--- src/hdl/mrf_pkg.sv ---
`timescale 1ns / 1ps
// ----------------------------------------------------------------------------
// Modbus RTU request framer package
// Shared constants, types and the byte-wide CRC-16/MODBUS update function.
// ----------------------------------------------------------------------------
package mrf_pkg;

    localparam logic [7:0]  FUNC_READ      = 8'd3;
    localparam logic [7:0]  FUNC_WRITE     = 8'd6;
    localparam logic [7:0]  DEV_ADDR_RESET = 8'd1;
    localparam logic [15:0] CRC_INIT       = 16'hFFFF;
    localparam logic [15:0] CRC_POLY       = 16'hA001;

    localparam logic [2:0] POS_DEV_ADDR = 3'd0;
    localparam logic [2:0] POS_FUNC     = 3'd1;
    localparam logic [2:0] POS_ADDR_HI  = 3'd2;
    localparam logic [2:0] POS_ADDR_LO  = 3'd3;
    localparam logic [2:0] POS_VAL_HI   = 3'd4;
    localparam logic [2:0] POS_VAL_LO   = 3'd5;
    localparam logic [2:0] POS_CRC_LO   = 3'd6;
    localparam logic [2:0] POS_CRC_HI   = 3'd7;

    typedef struct packed {
        logic       init;
        logic       update;
        logic [7:0] data;
    } t_crc_ctrl;

    function automatic logic [15:0] crc_byte(input logic [15:0] crc_in,
                                             input logic [7:0]  data);
        logic [15:0] crc;
        crc = crc_in ^ {8'h00, data};
        for (int i = 0; i < 8; i++) begin
            if (crc[0]) begin
                crc = (crc >> 1) ^ CRC_POLY;
            end else begin
                crc = crc >> 1;
            end
        end
        return crc;
    endfunction

endpackage

--- src/hdl/mrf_crc16.sv ---
`timescale 1ns / 1ps
// ----------------------------------------------------------------------------
// Modbus RTU CRC accumulator
// Running CRC-16/MODBUS; folds in one byte per cycle while update is set.
// ----------------------------------------------------------------------------
module mrf_crc16
    import mrf_pkg::*;
(
    input  logic        i_clk,
    input  logic        i_rst_n,
    input  t_crc_ctrl   i_ctrl,
    output logic [15:0] o_crc
);

    logic [15:0] r_crc;
    logic [15:0] n_crc;

    always_comb begin
        n_crc = r_crc;
        if (i_ctrl.init) begin
            n_crc = CRC_INIT;
        end else if (i_ctrl.update) begin
            n_crc = crc_byte(r_crc, i_ctrl.data);
        end
    end

    always_ff @(posedge i_clk) begin
        if (!i_rst_n) begin
            r_crc <= CRC_INIT;
        end else begin
            r_crc <= n_crc;
        end
    end

    assign o_crc = r_crc;

endmodule

--- src/hdl/mrf_seq.sv ---
`timescale 1ns / 1ps
// ----------------------------------------------------------------------------
// Modbus RTU frame sequencer
// Captures a request, walks the eight frame positions and registers each byte.
// ----------------------------------------------------------------------------
module mrf_seq
    import mrf_pkg::*;
(
    input  logic        i_clk,
    input  logic        i_rst_n,
    input  logic        start,
    output logic        busy,
    input  logic [7:0]  i_dev_addr,
    input  logic        i_action,
    input  logic [15:0] i_reg_address,
    input  logic [15:0] i_reg_value,
    input  logic [15:0] i_crc,
    output t_crc_ctrl   o_crc_ctrl,
    output logic        o_strobe,
    output logic [7:0]  o_frame_byte,
    output logic        o_last_byte
);

    logic        r_active;
    logic [2:0]  r_pos;
    logic [7:0]  r_dev_addr;
    logic        r_action;
    logic [15:0] r_address;
    logic [15:0] r_value;
    logic        r_strobe;
    logic [7:0]  r_byte;
    logic        r_last;

    logic        n_active;
    logic [2:0]  n_pos;
    logic        accept;
    logic [7:0]  cur_byte;

    assign busy   = r_active && (r_pos != POS_CRC_HI);
    assign accept = start && !busy;

    always_comb begin
        unique case (r_pos)
            POS_DEV_ADDR: cur_byte = r_dev_addr;
            POS_FUNC:     cur_byte = r_action ? FUNC_WRITE : FUNC_READ;
            POS_ADDR_HI:  cur_byte = r_address[15:8];
            POS_ADDR_LO:  cur_byte = r_address[7:0];
            POS_VAL_HI:   cur_byte = r_value[15:8];
            POS_VAL_LO:   cur_byte = r_value[7:0];
            POS_CRC_LO:   cur_byte = i_crc[7:0];
            POS_CRC_HI:   cur_byte = i_crc[15:8];
            default:      cur_byte = r_dev_addr;
        endcase
    end

    always_comb begin
        o_crc_ctrl.init   = accept;
        o_crc_ctrl.update = r_active && (r_pos < POS_CRC_LO);
        o_crc_ctrl.data   = cur_byte;
    end

    always_comb begin
        n_active = r_active;
        n_pos    = r_pos;
        if (accept) begin
            n_active = 1'b1;
            n_pos    = POS_DEV_ADDR;
        end else if (r_active) begin
            if (r_pos == POS_CRC_HI) begin
                n_active = 1'b0;
            end
            n_pos = r_pos + 3'd1;
        end
    end

    always_ff @(posedge i_clk) begin
        if (!i_rst_n) begin
            r_active <= 1'b0;
            r_pos    <= POS_DEV_ADDR;
            r_strobe <= 1'b0;
        end else begin
            r_active <= n_active;
            r_pos    <= n_pos;
            r_strobe <= r_active;
        end
    end

    always_ff @(posedge i_clk) begin
        if (accept) begin
            r_dev_addr <= i_dev_addr;
            r_action   <= i_action;
            r_address  <= i_reg_address;
            r_value    <= i_reg_value;
        end
        r_byte <= cur_byte;
        r_last <= r_active && (r_pos == POS_CRC_HI);
    end

    assign o_strobe     = r_strobe;
    assign o_frame_byte = r_byte;
    assign o_last_byte  = r_last && r_strobe;

endmodule

--- src/hdl/modbus_rtu_request_framer.sv ---
`timescale 1ns / 1ps
// ----------------------------------------------------------------------------
// Modbus RTU request framer
// Turns a read-holding-register or write-single-register request into the
// eight-byte RTU frame with its CRC-16/MODBUS, one byte per cycle.
// ----------------------------------------------------------------------------
// A request is taken when start is high and busy is low. Once the request is
// registered in the sequencer and its first byte in the output register, the
// frame appears as eight bytes on consecutive o_strobe cycles, with
// o_last_byte on the CRC high byte; the receiver cannot stall them. Busy drops
// in the cycle in which the CRC low byte is on the output, so that a following
// request streams out right after the CRC high byte without a gap. The CRC is
// accumulated one byte per cycle as the header bytes are registered for
// output. The device address register resets to 1 and is written through the
// configuration channel, which is always ready.
module modbus_rtu_request_framer
    import mrf_pkg::*;
(
    input  logic        i_clk,
    input  logic        i_rst_n,
    input  logic        i_cfg_valid,
    output logic        o_cfg_ready,
    input  logic [7:0]  i_cfg_data,
    input  logic        start,
    output logic        busy,
    input  logic        i_action,
    input  logic [15:0] i_reg_address,
    input  logic [15:0] i_reg_value,
    output logic        o_strobe,
    output logic [7:0]  o_frame_byte,
    output logic        o_last_byte
);

    logic [7:0]  r_dev_addr;
    logic [15:0] crc;
    t_crc_ctrl   crc_ctrl;

    assign o_cfg_ready = 1'b1;

    always_ff @(posedge i_clk) begin
        if (!i_rst_n) begin
            r_dev_addr <= DEV_ADDR_RESET;
        end else if (i_cfg_valid && o_cfg_ready) begin
            r_dev_addr <= i_cfg_data;
        end
    end

    mrf_crc16 u_crc (
        .i_clk   (i_clk),
        .i_rst_n (i_rst_n),
        .i_ctrl  (crc_ctrl),
        .o_crc   (crc)
    );

    mrf_seq u_seq (
        .i_clk         (i_clk),
        .i_rst_n       (i_rst_n),
        .start         (start),
        .busy          (busy),
        .i_dev_addr    (r_dev_addr),
        .i_action      (i_action),
        .i_reg_address (i_reg_address),
        .i_reg_value   (i_reg_value),
        .i_crc         (crc),
        .o_crc_ctrl    (crc_ctrl),
        .o_strobe      (o_strobe),
        .o_frame_byte  (o_frame_byte),
        .o_last_byte   (o_last_byte)
    );

endmodule

--- config.mk ---
export PLATFORM = sky130hd
export DESIGN_NAME = modbus_rtu_request_framer
export DESIGN_NICKNAME = d
export VERILOG_FILES = /design/src/hdl/mrf_pkg.sv /design/src/hdl/mrf_crc16.sv /design/src/hdl/mrf_seq.sv /design/src/hdl/modbus_rtu_request_framer.sv
export SDC_FILE = /design/constraint.sdc
export NUM_CORES = 1
export LEC_CHECK = 0
export BUFFER_PORTS_ARGS = -buffer_cell sky130_fd_sc_hd__buf_2
export CELL_PAD_IN_SITES_DETAIL_PLACEMENT = 0
export CELL_PAD_IN_SITES_GLOBAL_PLACEMENT = 1
export CORE_MARGIN = 5
export CORE_UTILIZATION = 30
export DETAILED_ROUTE_END_ITERATION = 8
export MAX_ROUTING_LAYER = met4
export PLACE_DENSITY_LB_ADDON = 0.1
export SLEW_MARGIN = 25
export SYNTH_ARGS = -nofsm -noshare
export SYNTH_HDL_FRONTEND = slang
export SYNTH_SLANG_ARGS = --single-unit
--- constraint.sdc ---
create_clock -name i_clk -period 8.2 [get_ports i_clk]
set_input_delay 0.82 -clock i_clk [delete_from_list [all_inputs] [get_ports i_clk]]
set_output_delay 0.82 -clock i_clk [all_outputs]
set_load 0.01 [all_outputs]
# After elaboration in Yosys (flattened, before gate mapping)
# Cells that the tools add are included.
[op_classes]
add_sub_neg = 1
order_cmp = 1
eq_ne = 8
muxes = 27
bitwise_logic = 10
n_reduce_logical = 8
[ops]
columns = ["op", "count"]
rows = [
  ["16-bit two-way mux", 22],
  ["8-bit one-hot mux with 8 select lines", 1],
  ["2-bit inverter with 3-bit output", 8],
  ["16-bit by 8-bit XOR with 16-bit output", 1],
  ["3-bit == test, second input constant", 4],
  ["3-bit by 2-bit == test with 1-bit output, second input constant", 2],
  ["1-bit logical AND", 5],
  ["3-bit by 1-bit adder with 3-bit output, second input constant", 1],
  ["3-bit by 1-bit == test with 1-bit output, second input constant", 1],
  ["3-bit logical NOT", 1],
  ["3-bit < comparator, second input constant", 1],
  ["1-bit two-way mux", 3],
  ["3-bit two-way mux", 1],
  ["3-bit inequality test, second input constant", 1],
  ["2-bit OR reduction", 1],
  ["1-bit logical NOT", 1],
  ["1-bit inverter", 1],
]
[word_totals]
ff_bits = 79
out_inout_bits = 12

# Logic depth before layout (Yosys ltp)
[depth]
word_depth = 33
ltp_mapped = 14
depth_no_buf = 10

# Modules after synthesis
# A second synthesis with hierarchy kept.
[unflattened]
cells_unflattened = 263
area_unflattened_um2 = 3269.4
[by_module_without_submodules]
columns = ["mod", "instances", "cells_per_inst", "area_each_um2", "seq_area_each_um2"]
rows = [
  ["mrf_seq", 1, 149, 2184.6, 1511.4],
  ["mrf_crc16", 1, 87, 774.5, 320.3],
  ["modbus_rtu_request_framer", 1, 27, 310.3, 160.2],
]

# Worst setup path after synthesis
# No wires, ideal clock.
[synth_timing]
path_kind = "flip-flop to flip-flop"
startpoint = "reg u_seq.r_pos[2]"
endpoint = "reg u_crc.r_crc[0], in the netlist u_crc.o_crc[0]"
setup_time_ps = 128
arrival_ps = 3279
t_required_ps = 8072
path_slack_ps = 4794
stages_incl_launch_ff = 15
path_buffers = 4
synth_period_minus_slack_ps = 3406
cell_sequence = "dfxtp_1 > clkbuf_1 > inv_1 > ha_1 > clkbuf_1 > or4_1 > buf_2 > or2_1 > buf_6 > o32a_2 > xnor2_4 > xnor2_1 > xnor3_2 > xnor2_1 > o21ai_1"
[synth_lines]
columns = ["element", "line", "rtl"]
rows = [
  ["from (decl)", "mrf_seq.sv:25", "logic [2:0] r_pos;"],
  ["from (signal assigned)", "mrf_seq.sv:83", "r_pos <= n_pos;"],
  ["to (signal assigned)", "mrf_crc16.sv:31", "r_crc <= n_crc;"],
  ["to (decl)", "mrf_crc16.sv:15", "logic [15:0] r_crc;"],
]

==> qor.txt <==
Die H: 114 um
critical path's largest stage delay: 0.73 ns
endpoint type of the worst setup path: flop
instance count of the mapped netlist: 258
Leak Pwr: 1.47 nW
clk sinks: 79
number of I/O pins: 57
HPWL Detailed: 5.60 mm
Num CTS Buffers: 9
antenna viol nets, final: 0
starting density of the core: 30.3%
Fmax achieved: 246 MHz
number of global-route vias before repair: 2168
Multi-input gate area: 1140 um^2
antenna violations before repair: 0
Die Area: 13000 um^2
Post-CTS Setup Repair Bufs: 0
total power divided by cell area: 249 nW/um^2
wire per inst: 17.2 um
H-tree depth: 3
largest net degree at the start of global routing: 42
CTS resizes: 0
fill count: 1082
DRT Pass-1 Iters: 4
Overflow after GRT: 0
Pwr Total: 0.000957 W
max-slew violations: 0
CP Max Fanout: 19
Reg clk slew, reported paths: 0.08 ns
Global Route Usage Sum: 12.9%
utilization after layout: 35.9%
syn_nets: 309
number of remaining DRC errors: 0
post-synth cell types: 41
Nets: 360
Slew Limit Headroom: 49.8%
DR vias: 2138
post-synth top area share: 38.0%
CORE AREA: 10700 um^2
final setup TNS: 0 ns
via/cell ratio: 4.71
total routed wirelength: 7.82 mm
Setup CP Type: flop to flop
Worst Path Required: 8.43 ns
synth warn: 0
DRT iter0 DRCs: 143
async set or reset register ratio after synthesis: 0%
Seq/Total Area, Yosys: 61.5%
Final Hold Fails: 0
crit-path cells: inv_1 -> ha_1 -> or4_1 -> or2_1 -> o32a_2 -> xnor2_4 -> xnor2_1 -> xnor3_2 -> xnor2_1 -> o21ai_1
startpoint types: flop
Slowest-stage cell, CP: dfxtp_1
worst setup margin: 4.14 ns
buffers added on ports: 55
Rows: 38
Synth area leaders: edfxtp_1 (38%), dfxtp_1 (23%), xnor2_1 (4.3%), nand2_1 (3.4%), a222oi_1 (3.1%)
Register Area: 1990 um^2
predominant post-synthesis flop cell: edfxtp_1
die width: 114 um
Slew @ Worst Pin: 0.753 ns
# diodes: 0
GPL Wtd Cong: 0.765
Worst Hold Class: flop to flop
VDD IR max: 0.0908 mV
Mapped Area: 3240 um^2
syn avg cell area: 12.6 um^2
max-cap viol count: 0
crit share post-route: 49.5%
Seq cells post-synth: 79
EDFF count, synth: 41
Hold WS: 0.443 ns
cell with the most instances after synthesis: edfxtp_1
clock root cell: clkbuf_8
Post-synth top cells: edfxtp_1 (41), dfxtp_1 (38), nand2_1 (29)
fin crit period: 4.06 ns
# setup viols final: 0
outcome: finished clean
worst-case clock buffer depth: 2
RSZ-0062 raised after global routing: false
Data arrival, critical path: 4.29 ns
post-synth top area cell: edfxtp_1
post-place setup slack: 4.14 ns
clk_lat worst skew: 0.35 ns
CP most frequent cell: xnor2_1
P&R area growth vs syn: 18.6%
hold_buf cts: 0
first-pass GRT wire length: 12.1 mm
layout cells sized above 1: 25.5%
clock skew: 0.00941 ns
CTS tree: built
==> stage by stage <==
stage	instances	area (um^2)
2_1_floorplan	258	3240
3_3_place_gp	438	3620
3_5_place_dp	438	3620
4_1_cts	454	3840
5_1_grt	454	3840
6_report	454	3840
==> worst max-delay path, delay by kind of cell (launching register included) <==
family / cells / cell delay, ns
AND/OR/NAND/NOR: 2 / 1.15
XOR/XNOR: 4 / 1.09
flip-flops: 1 / 0.73
adder cells (fa/ha/maj): 1 / 0.38
AO/OA/AOI/OAI: 2 / 0.38
buffers and inverters: 1 / 0.20
==> per-layer routing <==
metal	part of all wire, %	track usage, %
met5	0	-
met4	2.1	5.62
met3	5.0	2.86
met2	44	18.7
met1	48	17.4
==> layout by cell type (no fill, tap or decap), drive strengths merged <==
master	instances
dfxtp	38
ha	6
xnor3	1
buf	57
o211ai	9
clkinvlp	2
a31oi	3
or4	1
nor2	7
a211oi	3
and2	5
nor2b	8
xor2	2
a21o	1
nand2b	4
nand2	29
a22o	4
o21a	1
o22ai	1
a41oi	4
clkbuf	10
conb	1
clkinv	2
or2	1
inv	6
edfxtp	41
nor3	11
o32a	1
nand3	7
xnor2	18
mux2i	9
a22oi	2
bufinv	2
a21oi	2
a222oi	10
o21ai	5
==> logic make-up (layout without fill, tap and decap cells) <==
family / Yosys count / in the layout / synth area share (%)
mux: 9 / 9 / 2.78
fa+ha+maj: 6 / 6 / 2.32
simple gates: 73 / 73 / 10.7
buf+inv: 23 / 79 / 3.28
flops: 79 / 79 / 61.5
compound gates: 46 / 46 / 12.4
other cells: 1 / 1 / 0.116
xor+xnor: 21 / 21 / 6.95
==> cell type report <==
cell class | instances | share of cell area [%]
flip-flops and latches | 79 | 51.8
clock inverters | 6 | 2.18
multi-input cells | 156 | 29.7
inverters | 6 | 0.586
well taps | 140 | 4.56
clock buffers | 10 | 3.58
repair buffers | 57 | 7.55
==> power by group <==
group	total [W]	internal, W	switching [W]	leakage (nW)
sequential	0.000470	0.000449	0.0000211	0.705
combinational	0.000168	0.0000792	0.0000883	0.660
clock	0.000320	0.000178	0.000142	0.106
==> path summary, 6_finish.rpt <==
kind                            depth (start not counted)  slack, ns            from             endpoint
worst max-delay path                                   10       4.14  u_seq.r_pos[2]       u_crc.o_crc[0]
worst min-delay path                                    0       0.44   r_dev_addr[7]  u_seq.r_dev_addr[7]
worst max register to register                         10       4.14  u_seq.r_pos[2]       u_crc.o_crc[0]
worst min register to register                          0       0.44   r_dev_addr[7]  u_seq.r_dev_addr[7]
==> flip-flops by register name (all words and copies together) (netlist names) <==
register and count:
u_crc.o_crc 16, u_seq.r_address 16, u_seq.r_value 16, r_dev_addr 8, u_seq.o_frame_byte 8, u_seq.r_dev_addr 8
u_seq.r_pos 3, u_seq.o_strobe 1, u_seq.r_action 1, u_seq.r_active 1, u_seq.r_last 1
No activity file was read; power rests on OpenSTA's default activity.
